<file path="src/rtl/core/wsd_pkg.sv">
// Shared types and constants for the WebSocket frame deframer.
package wsd_pkg;

    localparam logic [6:0] LEN_MAX_SHORT = 7'd125;
    localparam logic [6:0] LEN_EXT16     = 7'd126;
    localparam logic [2:0] EXT16_LEFT    = 3'd1;
    localparam logic [2:0] EXT64_LEFT    = 3'd7;
    localparam logic [2:0] KEY_LEFT      = 3'd3;
    localparam logic [3:0] OP_CONTROL    = 4'd8;
    localparam logic [3:0] OP_CONT       = 4'd0;

    localparam int Q_DEPTH = 4;
    localparam int Q_AW    = $clog2(Q_DEPTH);
    localparam int Q_CW    = $clog2(Q_DEPTH + 1);

    localparam int OUT_DATA_W = 8;
    localparam int OUT_USER_W = 10;

    typedef enum logic [2:0] {
        PH_FIRST,
        PH_SECOND,
        PH_EXTLEN,
        PH_KEY,
        PH_PAYLOAD,
        PH_ERROR
    } phase_t;

    typedef struct packed {
        logic [7:0] data;
        logic [7:0] key;
        logic       valid;
        logic [3:0] opcode;
        logic [2:0] rsv;
        logic       fend;
        logic       mend;
        logic       err;
    } q_entry_t;

    typedef struct packed {
        logic full;
        logic empty;
    } q_stat_t;

endpackage

</file>
<file path="src/rtl/core/wsd_front.sv">
// Header parser that accepts received bytes and queues classified result words.
module wsd_front (
    input  logic               aclk,
    input  logic               aresetn,
    input  logic               in_valid,
    input  logic [7:0]         in_byte,
    output logic               in_ready,
    input  wsd_pkg::q_stat_t   q_stat,
    output logic               push,
    output wsd_pkg::q_entry_t  push_entry
);
    import wsd_pkg::*;

    phase_t            phase_reg, phase_next;
    logic [7:0]        header_first_reg, header_first_next;
    logic [2:0]        bytes_left_reg, bytes_left_next;
    logic [63:0]       remaining_reg, remaining_next;
    logic [3:0][7:0]   mask_key_reg, mask_key_next;
    logic              mask_en_reg, mask_en_next;
    logic [1:0]        key_lane_reg, key_lane_next;
    logic [3:0]        held_op_reg, held_op_next;
    logic [2:0]        held_rsv_reg, held_rsv_next;

    logic        fire;
    logic [6:0]  len7;
    logic        len_short;
    logic        ext_err;
    logic [63:0] rem_shift;
    logic [63:0] rem_dec;
    logic        hdr_done;
    logic        done_len_zero;
    logic [3:0]  hdr_op;
    logic [3:0]  tag_op;
    logic [2:0]  tag_rsv;

    assign in_ready  = !q_stat.full;
    assign fire      = in_valid && in_ready;
    assign len7      = in_byte[6:0];
    assign len_short = (len7 <= LEN_MAX_SHORT);
    assign ext_err   = (phase_reg == PH_EXTLEN) && (bytes_left_reg == EXT64_LEFT) && in_byte[7];
    assign rem_shift = {remaining_reg[55:0], in_byte};
    assign rem_dec   = remaining_reg - 64'd1;
    assign hdr_op    = header_first_reg[3:0];
    assign tag_op    = (hdr_op == OP_CONT) ? held_op_reg : hdr_op;
    assign tag_rsv   = (hdr_op == OP_CONT) ? held_rsv_reg : header_first_reg[6:4];

    always_comb begin
        hdr_done      = 1'b0;
        done_len_zero = 1'b0;
        case (phase_reg)
            PH_SECOND: begin
                hdr_done      = len_short && !in_byte[7];
                done_len_zero = (len7 == 7'd0);
            end
            PH_EXTLEN: begin
                hdr_done      = !ext_err && (bytes_left_reg == 3'd0) && !mask_en_reg;
                done_len_zero = (rem_shift == 64'd0);
            end
            PH_KEY: begin
                hdr_done      = (bytes_left_reg == 3'd0);
                done_len_zero = (remaining_reg == 64'd0);
            end
            default: begin
                hdr_done      = 1'b0;
                done_len_zero = 1'b0;
            end
        endcase
        hdr_done = hdr_done && fire;
    end

    always_comb begin
        phase_next = phase_reg;
        if (fire) begin
            case (phase_reg)
                PH_SECOND: begin
                    if (!len_short) begin
                        phase_next = PH_EXTLEN;
                    end else if (in_byte[7]) begin
                        phase_next = PH_KEY;
                    end else begin
                        phase_next = (len7 == 7'd0) ? PH_FIRST : PH_PAYLOAD;
                    end
                end
                PH_EXTLEN: begin
                    if (ext_err) begin
                        phase_next = PH_ERROR;
                    end else if (bytes_left_reg == 3'd0) begin
                        if (mask_en_reg) begin
                            phase_next = PH_KEY;
                        end else begin
                            phase_next = (rem_shift == 64'd0) ? PH_FIRST : PH_PAYLOAD;
                        end
                    end
                end
                PH_KEY: begin
                    if (bytes_left_reg == 3'd0) begin
                        phase_next = (remaining_reg == 64'd0) ? PH_FIRST : PH_PAYLOAD;
                    end
                end
                PH_PAYLOAD: begin
                    if (rem_dec == 64'd0) begin
                        phase_next = PH_FIRST;
                    end
                end
                PH_ERROR: begin
                    phase_next = PH_ERROR;
                end
                default: begin
                    phase_next = PH_SECOND;
                end
            endcase
        end
    end

    always_comb begin
        header_first_next = header_first_reg;
        bytes_left_next   = bytes_left_reg;
        remaining_next    = remaining_reg;
        mask_key_next     = mask_key_reg;
        mask_en_next      = mask_en_reg;
        key_lane_next     = key_lane_reg;
        held_op_next      = held_op_reg;
        held_rsv_next     = held_rsv_reg;
        push              = 1'b0;
        push_entry        = '0;
        push_entry.opcode = tag_op;
        push_entry.rsv    = tag_rsv;
        if (fire) begin
            case (phase_reg)
                PH_SECOND: begin
                    mask_en_next   = in_byte[7];
                    remaining_next = {57'd0, len7};
                    if (!len_short) begin
                        remaining_next  = 64'd0;
                        bytes_left_next = (len7 == LEN_EXT16) ? EXT16_LEFT : EXT64_LEFT;
                    end else if (in_byte[7]) begin
                        bytes_left_next = KEY_LEFT;
                        mask_key_next   = '0;
                    end
                end
                PH_EXTLEN: begin
                    if (!ext_err) begin
                        remaining_next = rem_shift;
                        if (bytes_left_reg == 3'd0) begin
                            if (mask_en_reg) begin
                                bytes_left_next = KEY_LEFT;
                                mask_key_next   = '0;
                            end
                        end else begin
                            bytes_left_next = bytes_left_reg - 3'd1;
                        end
                    end
                end
                PH_KEY: begin
                    mask_key_next = {mask_key_reg[2:0], in_byte};
                    if (bytes_left_reg != 3'd0) begin
                        bytes_left_next = bytes_left_reg - 3'd1;
                    end
                end
                PH_PAYLOAD: begin
                    remaining_next    = rem_dec;
                    key_lane_next     = key_lane_reg + 2'd1;
                    push              = 1'b1;
                    push_entry.data   = in_byte;
                    push_entry.key    = mask_en_reg ? mask_key_reg[~key_lane_reg] : 8'd0;
                    push_entry.valid  = 1'b1;
                    push_entry.fend   = (rem_dec == 64'd0);
                    push_entry.mend   = (rem_dec == 64'd0) && header_first_reg[7];
                end
                PH_ERROR: begin
                end
                default: begin
                    header_first_next = in_byte;
                end
            endcase

            if (phase_reg == PH_ERROR || ext_err) begin
                push       = 1'b1;
                push_entry = '0;
                push_entry.err = 1'b1;
            end

            if (hdr_done) begin
                key_lane_next = 2'd0;
                if (hdr_op != OP_CONT && hdr_op < OP_CONTROL) begin
                    held_op_next  = hdr_op;
                    held_rsv_next = header_first_reg[6:4];
                end
                if (done_len_zero) begin
                    push            = 1'b1;
                    push_entry.fend = 1'b1;
                    push_entry.mend = header_first_reg[7];
                end
            end
        end
    end

    always_ff @(posedge aclk) begin
        if (!aresetn) begin
            phase_reg        <= PH_FIRST;
            header_first_reg <= '0;
            bytes_left_reg   <= '0;
            remaining_reg    <= '0;
            mask_key_reg     <= '0;
            mask_en_reg      <= 1'b0;
            key_lane_reg     <= '0;
            held_op_reg      <= '0;
            held_rsv_reg     <= '0;
        end else begin
            phase_reg        <= phase_next;
            header_first_reg <= header_first_next;
            bytes_left_reg   <= bytes_left_next;
            remaining_reg    <= remaining_next;
            mask_key_reg     <= mask_key_next;
            mask_en_reg      <= mask_en_next;
            key_lane_reg     <= key_lane_next;
            held_op_reg      <= held_op_next;
            held_rsv_reg     <= held_rsv_next;
        end
    end

endmodule

</file>
<file path="src/rtl/core/wsd_queue.sv">
// Small first-in first-out queue of result words between parser and output stage.
module wsd_queue (
    input  logic               aclk,
    input  logic               aresetn,
    input  logic               push,
    input  wsd_pkg::q_entry_t  push_entry,
    input  logic               pop,
    output wsd_pkg::q_entry_t  head,
    output wsd_pkg::q_stat_t   stat
);
    import wsd_pkg::*;

    q_entry_t          slots [Q_DEPTH];
    logic [Q_AW-1:0]   wr_ptr_reg, wr_ptr_next;
    logic [Q_AW-1:0]   rd_ptr_reg, rd_ptr_next;
    logic [Q_CW-1:0]   count_reg, count_next;
    logic              do_push;
    logic              do_pop;

    assign stat.full  = (count_reg == Q_CW'(Q_DEPTH));
    assign stat.empty = (count_reg == '0);
    assign do_push    = push && !stat.full;
    assign do_pop     = pop && !stat.empty;
    assign head       = slots[rd_ptr_reg];

    always_comb begin
        wr_ptr_next = wr_ptr_reg;
        rd_ptr_next = rd_ptr_reg;
        count_next  = count_reg;
        if (do_push) begin
            wr_ptr_next = wr_ptr_reg + Q_AW'(1);
        end
        if (do_pop) begin
            rd_ptr_next = rd_ptr_reg + Q_AW'(1);
        end
        if (do_push && !do_pop) begin
            count_next = count_reg + Q_CW'(1);
        end else if (do_pop && !do_push) begin
            count_next = count_reg - Q_CW'(1);
        end
    end

    always_ff @(posedge aclk) begin
        if (do_push) begin
            slots[wr_ptr_reg] <= push_entry;
        end
    end

    always_ff @(posedge aclk) begin
        if (!aresetn) begin
            wr_ptr_reg <= '0;
            rd_ptr_reg <= '0;
            count_reg  <= '0;
        end else begin
            wr_ptr_reg <= wr_ptr_next;
            rd_ptr_reg <= rd_ptr_next;
            count_reg  <= count_next;
        end
    end

endmodule

</file>
<file path="src/rtl/core/wsd_back.sv">
// Output stage that unmasks queued payload bytes and holds the outgoing word.
module wsd_back (
    input  logic                              aclk,
    input  logic                              aresetn,
    input  wsd_pkg::q_entry_t                 head,
    input  wsd_pkg::q_stat_t                  q_stat,
    output logic                              pop,
    output logic                              m_axis_tvalid,
    input  logic                              m_axis_tready,
    output logic [wsd_pkg::OUT_DATA_W-1:0]    m_axis_tdata,
    output logic [wsd_pkg::OUT_USER_W-1:0]    m_axis_tuser,
    output logic                              m_axis_tlast
);
    import wsd_pkg::*;

    logic                   valid_reg, valid_next;
    logic [OUT_DATA_W-1:0]  data_reg, data_next;
    logic [OUT_USER_W-1:0]  user_reg, user_next;
    logic                   last_reg, last_next;

    assign pop = !q_stat.empty && (!valid_reg || m_axis_tready);

    always_comb begin
        valid_next = valid_reg;
        data_next  = data_reg;
        user_next  = user_reg;
        last_next  = last_reg;
        if (pop) begin
            valid_next = 1'b1;
            data_next  = head.data ^ head.key;
            user_next  = {head.err, head.mend, head.rsv, head.opcode, head.valid};
            last_next  = head.fend;
        end else if (m_axis_tready) begin
            valid_next = 1'b0;
        end
    end

    always_ff @(posedge aclk) begin
        if (!aresetn) begin
            valid_reg <= 1'b0;
        end else begin
            valid_reg <= valid_next;
        end
    end

    always_ff @(posedge aclk) begin
        data_reg <= data_next;
        user_reg <= user_next;
        last_reg <= last_next;
    end

    assign m_axis_tvalid = valid_reg;
    assign m_axis_tdata  = data_reg;
    assign m_axis_tuser  = user_reg;
    assign m_axis_tlast  = last_reg;

endmodule

</file>
<file path="src/rtl/core/websocket_frame_deframer.sv">
// Top level of the WebSocket receive frame deframer.
//
// The s_axis channel takes the received frame stream one byte per word. The block
// parses each frame header and gives one m_axis word per payload byte, unmasked and
// tagged with the message opcode and RSV bits. A frame with no payload gives one word
// with the data-valid flag clear on the byte that completes its header.
// m_axis_tlast marks the last word of a frame, and the message-end flag in tuser is set
// there when the frame had FIN. A 64-bit length with its top bit set latches an error:
// from then on every input byte gives one error word, until reset.
// Throughput is one byte per cycle while the queue is not full; header and length bytes
// are parsed as they are accepted. A result is written into the four-entry queue when
// its byte is accepted and then moves to the output register that drives m_axis.
// When the receiver stalls, the queue fills and s_axis_tready drops once it is full.
// Synchronous reset clears the parser to wait for a header byte and empties the queue.
module websocket_frame_deframer (
    input  logic                              aclk,
    input  logic                              aresetn,
    input  logic                              s_axis_tvalid,
    output logic                              s_axis_tready,
    input  logic [7:0]                        s_axis_tdata,   // rx_byte
    output logic                              m_axis_tvalid,
    input  logic                              m_axis_tready,
    output logic [wsd_pkg::OUT_DATA_W-1:0]    m_axis_tdata,   // data_byte
    // data_valid, message_opcode[4:1], message_rsv[7:5], message_end, error_code
    output logic [wsd_pkg::OUT_USER_W-1:0]    m_axis_tuser,
    output logic                              m_axis_tlast    // frame_end
);
    import wsd_pkg::*;

    q_stat_t   q_stat;
    q_entry_t  push_entry;
    q_entry_t  head;
    logic      push;
    logic      pop;

    wsd_front u_front (
        .aclk       (aclk),
        .aresetn    (aresetn),
        .in_valid   (s_axis_tvalid),
        .in_byte    (s_axis_tdata),
        .in_ready   (s_axis_tready),
        .q_stat     (q_stat),
        .push       (push),
        .push_entry (push_entry)
    );

    wsd_queue u_queue (
        .aclk       (aclk),
        .aresetn    (aresetn),
        .push       (push),
        .push_entry (push_entry),
        .pop        (pop),
        .head       (head),
        .stat       (q_stat)
    );

    wsd_back u_back (
        .aclk          (aclk),
        .aresetn       (aresetn),
        .head          (head),
        .q_stat        (q_stat),
        .pop           (pop),
        .m_axis_tvalid (m_axis_tvalid),
        .m_axis_tready (m_axis_tready),
        .m_axis_tdata  (m_axis_tdata),
        .m_axis_tuser  (m_axis_tuser),
        .m_axis_tlast  (m_axis_tlast)
    );

    a_error_word_clean: assert property (@(posedge aclk) disable iff (!aresetn)
        m_axis_tvalid && m_axis_tuser[9] |->
            m_axis_tuser[8:0] == '0 && m_axis_tdata == '0 && !m_axis_tlast)
        else $error("error word carries payload or tags");

    a_empty_word_zero: assert property (@(posedge aclk) disable iff (!aresetn)
        m_axis_tvalid && !m_axis_tuser[0] |-> m_axis_tdata == '0)
        else $error("word without payload has nonzero data");

    a_end_marks: assert property (@(posedge aclk) disable iff (!aresetn)
        m_axis_tvalid && m_axis_tuser[8] |-> m_axis_tlast)
        else $error("message end outside the last word of a frame");

    a_reset_idle: assert property (@(posedge aclk)
        $past(!aresetn) |-> !m_axis_tvalid)
        else $error("output valid right after reset");

endmodule
</file>
<file path="config.mk">
export PLATFORM = sky130hd
export DESIGN_NAME = websocket_frame_deframer
export DESIGN_NICKNAME = d
export VERILOG_FILES = /design/src/rtl/core/wsd_pkg.sv /design/src/rtl/core/wsd_front.sv /design/src/rtl/core/wsd_queue.sv /design/src/rtl/core/wsd_back.sv /design/src/rtl/core/websocket_frame_deframer.sv
export SDC_FILE = /design/constraint.sdc
export NUM_CORES = 1
export LEC_CHECK = 0
export ABC_AREA = 1
export BUFFER_PORTS_ARGS = -buffer_cell sky130_fd_sc_hd__buf_2
export CAP_MARGIN = 20
export CORE_AREA = 5 5 253 181
export CTS_CLUSTER_SIZE = 28
export DETAILED_ROUTE_END_ITERATION = 10
export DIE_AREA = 0 0 258 186
export PLACE_DENSITY_LB_ADDON = 0.25
export SLEW_MARGIN = 0
export SYNTH_ARGS = -nofsm -noshare
export SYNTH_HDL_FRONTEND = slang
export SYNTH_HIERARCHICAL = 1
export SYNTH_SLANG_ARGS = --single-unit
</file>
<file path="constraint.sdc">
create_clock -name aclk -period 9.58 [get_ports aclk]
set_clock_uncertainty 0.1 [all_clocks]
set_input_delay 0 -clock aclk [delete_from_list [all_inputs] [get_ports aclk]]
set_output_delay 0 -clock aclk [all_outputs]
set_load 0.01 [all_outputs]
</file>
# ---- After elaboration in Yosys (flattened, before gate mapping)
# Memory sizes are Yosys's and may differ from the RTL's. A register that Yosys moved wholly into a read port is not among the register bits.
# Index checks and enable logic that the tools add are counted.
dict set report word_totals {
  ff_bits 147
  ramBits 108
  memories 1
}
# name words width rd rd_ports_with_merged_regs wr line
set mem_list {}
lappend mem_list {u_queue.slots 4 27 1 1 1 wsd_queue.sv:13} ;# q_entry_t slots [Q_DEPTH];
dict set report op_classes {
  add_sub_neg 7
  magnitude_cmp 3
  eq_ne 19
  muxes 56
  bitwise_logic 3
  n_reduce_logical 47
}
# cell n
set ops {}
lappend ops {{zero test 64 bit} 3}
lappend ops {{case mux 64 bit (3 select lines)} 1}
lappend ops {{2-to-1 mux 32 bit} 5}
lappend ops {{case mux 32 bit (3 select lines)} 1}
lappend ops {{2-to-1 mux 64 bit} 1}
lappend ops {{subtractor 64 x 1 -> 64 bit (second input constant)} 1}
lappend ops {{2-to-1 mux 3 bit} 20}
lappend ops {{2-to-1 mux 27 bit} 2}
lappend ops {{2-to-1 mux 17 bit} 1}
lappend ops {{binary-select mux 8 bit (select 2 bit)} 1}
lappend ops {{2-to-1 mux 8 bit} 2}
lappend ops {{case mux 3 bit (5 select lines)} 1}
lappend ops {{logical AND 1 bit} 14}
lappend ops {{2-to-1 mux 2 bit} 7}
lappend ops {{== test 3 bit (second input constant)} 4}
lappend ops {{!= test 2 x 1 -> 1 bit (second input constant)} 5}
lappend ops {{2-to-1 mux 1 bit} 9}
lappend ops {{case mux 3 bit (3 select lines)} 1}
lappend ops {{nonzero test 3 bit} 3}
lappend ops {{zero test 1 bit} 8}
lappend ops {{XOR 8 bit} 1}
lappend ops {{== test 7 bit (second input constant)} 1}
lappend ops {{<= comparator 7 bit (second input constant)} 1}
lappend ops {{zero test 7 bit} 1}
lappend ops {{other kinds (26)} 41}

# ---- Depth between registers and ports, before layout
# Gate-level depths: netlist of run 1.
dict set report depth {
  word_depth 15
  depth_mapped 23
}

# ---- By module
# Netlist of run 1, hierarchy kept.
# module n_inst cells_per_inst area_per_inst_um2 seq_area_each_um2
set by_module_without_submodules {}
lappend by_module_without_submodules {wsd_front 1 1410 8381.8 2402.3}
lappend by_module_without_submodules {wsd_queue 1 331 4550.6 3423.3}
lappend by_module_without_submodules {wsd_back 1 33 688.2 590.6}

# ---- Worst setup path before layout of run 1
# OpenSTA, ideal clock, no wires.
dict set report synth_path {
  kind {reg-to-reg}
  startpoint {reg u_front.phase_reg[0]}
  endpoint {mem u_queue/slots[0][0] (netlist bit), enable pin}
  arrival_time_ns 3.078
  t_required_ns 9.069
  path_slack_ns 5.991
  stages_incl_launch_ff 15
  path_buffers 0
  period_less_slack_ns 3.589
  cell_sequence {dfxtp_1 > inv_2 > nor2_4 > inv_2 > nor2_4 > inv_2 > nor3_2 > inv_1 > nand2_1 > inv_2 > a211oi_4 > o21ai_0 > a31oi_1 > nand2_2 > nor2_1}
}
dict set report synth_via {
  elab_chain_len 13
}
# item line
set synth_rtl {}
lappend synth_rtl {{start: declaration} wsd_front.sv:14} ;# phase_t phase_reg, phase_next;
lappend synth_rtl {{start signal: assignment} wsd_front.sv:210} ;# phase_reg <= phase_next;
lappend synth_rtl {{== test 3 x 2 -> 1 bit} {wsd_front.sv:40, wsd_front.sv:50}}
lappend synth_rtl {{logical AND 1 bit (2 in series)} wsd_front.sv:40} ;# assign ext_err = (phase_reg == PH_EXTLEN) && (bytes_left_reg == EXT64_LEFT) && in_byte[7];
lappend synth_rtl {{zero test 1 bit} wsd_front.sv:56} ;# hdr_done = !ext_err && (bytes_left_reg == 3'd0) && !mask_en_reg;
lappend synth_rtl {{logical AND 1 bit (2 in series)} wsd_front.sv:56}
lappend synth_rtl {{case mux 1 bit (3 select lines)} wsd_front.sv:50} ;# case (phase_reg)
lappend synth_rtl {{logical AND 1 bit} wsd_front.sv:68} ;# hdr_done = hdr_done && fire;
lappend synth_rtl {{2-to-1 mux 1 bit *} wsd_front.sv:183} ;# if (hdr_done) begin
lappend synth_rtl {{2-to-1 mux 1 bit *} wsd_front.sv:128} ;# if (fire) begin
lappend synth_rtl {{named net push} websocket_frame_deframer.sv:33} ;# logic push;
lappend synth_rtl {{logical AND 1 bit *} wsd_queue.sv:22} ;# assign do_push = push && !stat.full;
lappend synth_rtl {{2-to-1 mux 1 bit *} wsd_queue.sv:44} ;# if (do_push) begin
lappend synth_rtl {{2-to-1 mux 1 bit (not written as such) *} wsd_queue.sv:45} ;# slots[wr_ptr_reg] <= push_entry;
lappend synth_rtl {{end: declaration} wsd_queue.sv:13}
# The timed path passes the listed nets; every way through them passes the cells marked *.

# ---- Final worst setup path of run 1
dict set report layout_path {
  startpoint {reg u_front.phase_reg[0]}
  endpoint {reg u_front.remaining_reg[51]}
}
dict set report layout_via {
  elab_chain_len 5
}
# item line
set layout_rtl {}
lappend layout_rtl {{== test 3 x 2 -> 1 bit} {wsd_front.sv:40, wsd_front.sv:129}}
lappend layout_rtl {{logical AND 1 bit (2 in series)} wsd_front.sv:40}
lappend layout_rtl {{!= test 2 bit (no line)} --}
lappend layout_rtl {{AND reduction 3 bit (no line)} --}
lappend layout_rtl {{end signal: assignment} wsd_front.sv:213} ;# remaining_reg <= remaining_next;
lappend layout_rtl {{end: declaration} wsd_front.sv:17} ;# logic [63:0] remaining_reg, remaining_next;
# Several ways; a longest one is shown, not always the timed one.
# A chain may end at the register's enable or synchronous reset.

==> impl_results.md, run 1 <==
* Run status: finished, final reports clean
* Final #Nets at 1818
* Pwr Density at 342 nW/µm²
* HPWL Detailed at 29900 µm
* Num CTS Buffers at 28
* Worst Setup Start Kind: register
* Critical Path End Type: register
* H-tree depth at 1
* Clock-pin slew on the worst setup and hold paths at 0.08 ns
* Vias in the first global route at 11.3k
* Final TNS setup at 0 ns
* Post-CTS setup buffer count at 0
* Synth warn at 6
* Number of library cell types mapped by synthesis at 53
* DP Cell Count at 2312
* # hold bufs at CTS at 12
* GRT Residual Overflow at 0
* Unrepaired setup endpoints after global routing: false
* Slew @ Worst Pin at 0.918 ns
* Synth Area per Inst at 7.68 µm²
* Fillers at 4546
* Ports at 33
* First-pass GRT wire length at 66700 µm
* Fin. Hold Viols at 0
* Critical Path Start: u_front/phase_reg[0]
* CTS tree: built
* Final Max Slew Viols at 0
* Initial antenna violation count at 0
* Met1 Usage GRT at 28.2%
* Die X at 258 µm
* Post-synthesis sequential area ratio at 47.1%
* Layout cells sized above 1 at 9.59%
* Final Cycle Share at 43.2%
* CTS Sinks at 257
* Met2 GRT Util at 23.5%
* Gr usage total at 17.5%
* Number of flip-flops in the largest register at 108
* Slew headroom at 38.8%
* DR iter-0 viols at 1292
* Max-Cap Viols at 0
* Crit-path max FO at 80
* Met3 global-route usage at 4.30%
* Row cnt at 64
* First-pass detailed-route iteration total at 5
* Top cells by area, synth: edfxtp_1 (28%), dfxtp_1 (19%), nand2_1 (11%)
* Async set-reset flop share out of synthesis at 0%
* Finished Layout Cells at 2375
* Final number of setup-violating endpoints at 0
* Synth area leader: edfxtp_1
* Largest net degree at the start of global routing at 81
* Share of the synthesized area in the top cell type at 28.0%
* Final WL at 42800 µm
* Max Fclk at 241 MHz
* Clock tree buffer depth at 3
* Min Clock Period, post-route at 4.14 ns
* Yosys reg bits at 257
* Die Y at 186 µm
* Top FF cell, synth: dfxtp_1
* P_leak at 5.97 nW
* Critical path arrival at 4.46 ns
* DR vias/cell at 5.15
* ANT nets after route at 0
* Hold Path Class: in -> reg
* Routability cong. at 0.967
* EDFF count, synth at 127
* GRT busiest layer: met1
* Crit path required time at 9.90 ns
* CTS Root Buffer Type: clkbuf_16
* Gate Count Post-Synth at 1774
* Area Growth Syn to Fin at 12.2%
* Die ar. at 48000 µm²
* Core ar. at 43200 µm²
* Antenna Cells at 0
* RR Startpoint: u_front/phase_reg[0]
* Post-route DRC violation count at 0
* Mapped Area at 13600 µm²
* PostCTS Resize Cnt at 0
* Clock latency on the worst-skew pair at 0.58 ns
* Peak supply drop at 0.000185 V
* Crit Path Category: reg -> reg
* Post-synth net total at 1799
* Post-detailed-route wirelength per cell at 18.0 µm
* Hold_sp: s_axis_tdata[6]
* Vias after detailed routing at 12.2k
* Starting Density at 31.6%
* Number of port buffers at 32
-- metrics by stage --
step	setup WS [ns]	hold slack, ns	cell area, µm²	total power, mW	utilization, %
3_5_place_dp	5.55	0.167	14200	4.08	33.0
3_3_place_gp	5.46	0.163	14200	4.09	33.0
5_1_grt	5.12	0.215	15300	5.62	35.4
2_1_floorplan	5.99	0.0204	13600	3.29	-
6_report	5.44	0.184	15300	5.23	35.4
4_1_cts	5.56	0.171	15300	5.20	35.4
-- cells by family after synthesis --
family | after synthesis | share of synthesized area (%)
xor gates and xnor gates | 11 | 0.707
DFF | 257 | 47.1
and+or+nand+nor | 891 | 27.8
adders and majority gates | 13 | 1.25
AOI/OAI and AO/OA | 365 | 15.6
buffers and inverters | 237 | 7.50
-- Yosys cell counts (6+ instances only) --
library cell / count
nor2_4: 9
o22ai_1: 33
o21ai_0: 89
a221oi_1: 48
nor2_1: 313
o21ai_1: 32
nand2_2: 14
buf_2: 16
or2_2: 6
nand3_1: 103
nor2_2: 20
clkbuf_1: 34
edfxtp_1: 127
nand4_1: 14
xor2_1: 11
inv_1: 148
ha_1: 12
nor3_1: 6
buf_6: 11
dfxtp_1: 130
inv_2: 14
nand2_1: 386
a21oi_1: 140
-- worst max-delay path, stage by stage, from the launching register on --
cell and delay, ns:
dfxtp_1 0.38, nor2_1 0.25, nand2_1 0.41, nand2_1 0.26, nor2_1 0.07, nor2_2 0.71
clkinv_2 0.65, buf_4 0.60, a21oi_1 0.38, a221oi_1 0.12
-- layer usage --
metal | up-vias | routed length (µm)
met5 | - | 0
met4 | 0 | 695
met3 | 48 | 3830
met2 | 434 | 16300
met1 | 5748 | 22000
li1 | 5998 | -
-- cell usage in the layout (no fill, tap or decap), drive strengths merged --
cell / Yosys / layout
bufinv: 0 / 3
a221oi: 48 / 48
ha: 12 / 12
dfxtp: 130 / 130
o21a: 1 / 1
o21ai: 122 / 122
nand4: 14 / 14
edfxtp: 127 / 127
clkinvlp: 0 / 4
dlygate4sd3: 0 / 12
xor2: 11 / 11
nand3b: 5 / 5
a211oi: 5 / 5
nor4: 4 / 4
clkinv: 4 / 17
a31oi: 3 / 3
a41oi: 1 / 1
nor2: 343 / 343
and2: 2 / 2
a22oi: 5 / 5
o31a: 1 / 1
nand2: 403 / 403
inv: 163 / 162
o2111ai: 1 / 1
a311oi: 1 / 1
fa: 1 / 1
a21boi: 1 / 1
nand3: 105 / 105
o22ai: 33 / 33
buf: 35 / 47
o221a: 1 / 1
clkbuf: 35 / 32
or2: 6 / 6
nand2b: 1 / 1
nor3: 8 / 8
a21oi: 142 / 142
-- worst paths after layout --
| kind | slack (ns) | end | cells past startpoint |
|---|---|---|---|
| setup / recovery | 5.44 | u_front/remaining_reg[51] | 9 |
| hold reg to reg | 0.35 | u_front/held_op_reg[1] | 2 |
| hold / removal | 0.18 | u_front/mask_key_reg[6] | 4 |
| setup reg to reg | 5.44 | u_front/remaining_reg[51] | 9 |
-- power breakdown --
part           switching, mW  internal [mW]  total [mW]
clock network          0.468          0.627        1.10
logic                   1.91          0.687        2.59
registers              0.170           1.37        1.54
total                   2.54           2.69        5.23
-- area by class of cell --
class                   instances  area [µm²]  share of cell area, %
well taps                     561         702                   4.59
repair buffers                 59         393                   2.57
clock inverters                19         204                   1.33
clock buffers                  32         726                   4.75
multi-input cells            1280        6200                   40.6
flip-flops and latches        257        6420                   42.0
inverters                     167         641                   4.19
Power figures use the tool's default switching activity.
==> inputs of run 2 (changes only) <==
Clock period 9.58 ns to 4.24 ns, I/O delays scaled along.
==> impl_results.md, run 2 (synthesized netlist as in run 1, its figures left out) <==
* Run status: finished, final reports clean (unchanged)
* CP top delay family: simple AND/OR/NAND/NOR gates (unchanged)
* Worst Setup Start Kind: register (unchanged)
* Crit path required time at 4.59 ns (was 9.90 ns)
* Crit-path max FO at 5 (was 80)
* Most frequent cells in the layout: nand2_1 (386), nor2_1 (309), inv_1 (147), a21oi_1 (139), dfxtp_1 (129) (unchanged)
* Final Max Slew Viols at 0 (unchanged)
* Critical path arrival at 4.13 ns (was 4.46 ns)
* Area Growth Syn to Fin at 13.2% (was 12.2%)
* Num CTS Buffers at 28 (unchanged)
* Critical Path Slowest Stage Cell: nor4_1 (was nor2_2)
* # hold bufs at CTS at 14 (was 12)
* Die Y at 186 µm (unchanged)
* Layout cells sized above 1 at 10.5% (was 9.59%)
* Final WL at 43400 µm (was 42800 µm)
* First-pass GRT wire length at 67200 µm (was 66700 µm)
* Final setup margin at 0.466 ns (was 5.44 ns)
* Crit Path Category: reg -> reg (unchanged)
* Number of port buffers at 32 (unchanged)
* Final Cycle Share at 89.0% (was 43.2%)
* HPWL Detailed at 30900 µm (was 29900 µm)
* Buf/Inv on CP at 3 (was 2)
* GRT Residual Overflow at 0 (unchanged)
* Largest net degree at the start of global routing at 57 (was 81)
* Gr usage total at 17.7% (was 17.5%)
* Die X at 258 µm (unchanged)
* Number of flip-flops in the largest register at 108 (unchanged)
* Critical Path End Type: register (unchanged)
* Slew headroom at 41.7% (was 38.8%)
* Max incr delay on CP at 0.42 ns (was 0.71 ns)
* Pwr Density at 777 nW/µm² (was 342 nW/µm²)
* Max-Cap Viols at 0 (unchanged)
* PostCTS Resize Cnt at 0 (unchanged)
* Row cnt at 64 (unchanged)
* DR iter-0 viols at 1280 (was 1292)
* CTS Sinks at 257 (unchanged)
* Vias after detailed routing at 12.4k (was 12.2k)
* Core ar. at 43200 µm² (unchanged)
* Slew @ Worst Pin at 0.871 ns (was 0.918 ns)
* Antenna Cells at 0 (unchanged)
* Routability cong. at 0.919 (was 0.967)
* Vias in the first global route at 11.3k (about the same)
* Clock latency on the worst-skew pair at 0.56 ns (was 0.58 ns)
* R2R setup slack at 0.47 ns (was 5.44 ns)
* Final #Nets at 1833 (was 1818)
* Post-place setup slack at 0.594 ns (was 5.55 ns)
* Post-detailed-route wirelength per cell at 18.2 µm (was 18.0 µm)
* Hold Path Class: in -> reg (unchanged)
* Max Fclk at 265 MHz (was 241 MHz)
* Clock tree buffer depth at 3 (unchanged)
* Fin. Hold Viols at 0 (unchanged)
* Initial antenna violation count at 0 (unchanged)
* Most used cell along the critical path: nand2_1
* ANT nets after route at 0 (unchanged)
* H-tree depth at 1 (unchanged)
* Die ar. at 48000 µm² (unchanged)
* First-pass detailed-route iteration total at 5 (unchanged)
* Worst path cell trace: nor2_1, nand2_1, nor2_1, nand2_1, nor4_1, nand4_1, o22ai_1, o21ai_0, a31oi_1, nand2_2, inv_1, ha_1, inv_1, fa_1, inv_1, nand2_1, nand3_1, nand2_1, nand2_1, nor2_1 (was nor2_1, nand2_1, nand2_1, nor2_1, nor2_2, clkinv_2, buf_4, a21oi_1, a221oi_1)
* Unrepaired setup endpoints after global routing: false (unchanged)
* CTS Root Buffer Type: clkbuf_16 (unchanged)
* Min Clock Period, post-route at 3.77 ns (was 4.14 ns)
* Final TNS setup at 0 ns (unchanged)
* Ports at 33 (unchanged)
* P_leak at 6.07 nW (was 5.97 nW)
* Post-CTS setup buffer count at 0 (unchanged)
* Most common cell after layout, fill and taps aside: nand2_1 (unchanged)
* CTS tree: built (unchanged)
* Peak supply drop at 0.000413 V (was 0.000185 V)
* DR vias/cell at 5.19 (was 5.15)
* Post-route DRC violation count at 0 (unchanged)
* Clock-pin slew on the worst setup and hold paths at 0.07 ns (was 0.08 ns)
* Final number of setup-violating endpoints at 0 (unchanged)
* Starting Density at 31.6% (unchanged)
[run 2: changes by cell type in the layout (fill, tap and decap cells not counted)]
cell	previous run	this run
clkinv_2	3	4
clkinv_1	10	5
inv_6	0	3
clkinv_16	1	0
clkinv_8	0	1
buf_12	0	1
dlygate4sd3_1	12	14
buf_4	15	27
clkinv_4	3	6
clkinvlp_4	4	2
clkbuf_1	3	4
[run 2: cell type report]
class	count	area, µm²
fill	4516	27700
sequential	257	6420
multi-input combinational	1280	6200
clock buffer	33	729
tap	561	702
inverter	167	641
timing repair buffer	74	523
clock inverter	19	214
[run 2: worst register-to-register path: cells and delay by family (launching register included)]
| kind | cells | cell delay [ns] |
|---|---|---|
| AO/OA/AOI/OAI | 3 | 0.66 |
| buffers and inverters | 3 | 0.27 |
| flip-flops | 1 | 0.37 |
| adder cells (fa/ha/maj) | 2 | 0.55 |
| AND/OR/NAND/NOR | 12 | 1.74 |
[run 2: layer usage]
metal | GRT usage [%] | vias up | wire length [µm]
met2 | 23.3 | 437 | 16500
met1 | 28.7 | 5866 | 22400
li1 | - | 6048 | -
met3 | 4.33 | 59 | 3900
met5 | 0 | - | 0
met4 | 3.22 | 0 | 672
[run 2: final timing paths]
path,from,to,cells past startpoint
setup / recovery,u_front/remaining_reg[28],u_queue/count_reg[2],20
hold / removal,s_axis_tdata[6],u_front/mask_key_reg[6],4
setup reg to reg,u_front/remaining_reg[28],u_queue/count_reg[2],20
hold reg to reg,u_front/held_op_reg[0],u_front/held_op_reg[0],2
[run 2: through the flow]
stage | hold WS (ns) | std cells | power [mW] | utilization (%) | instance area (µm²)
after floorplan | 0.0204 | 1774 | 7.43 | - | 13600
after global placement | 0.162 | 2324 | 9.33 | 33.2 | 14300
after detailed placement | 0.162 | 2324 | 9.30 | 33.2 | 14300
after CTS | 0.169 | 2390 | 11.9 | 35.7 | 15400
after global routing | 0.232 | 2391 | 12.8 | 35.7 | 15400
final | 0.194 | 2391 | 12.0 | 35.7 | 15400
[run 2: power by group]
| part | total (mW) | switching, mW | internal, mW |
|---|---|---|---|
| combinational | 5.93 | 4.31 | 1.61 |
| sequential | 3.52 | 0.422 | 3.10 |
| clock | 2.54 | 1.11 | 1.43 |
| total | 12.0 | 5.84 | 6.15 |
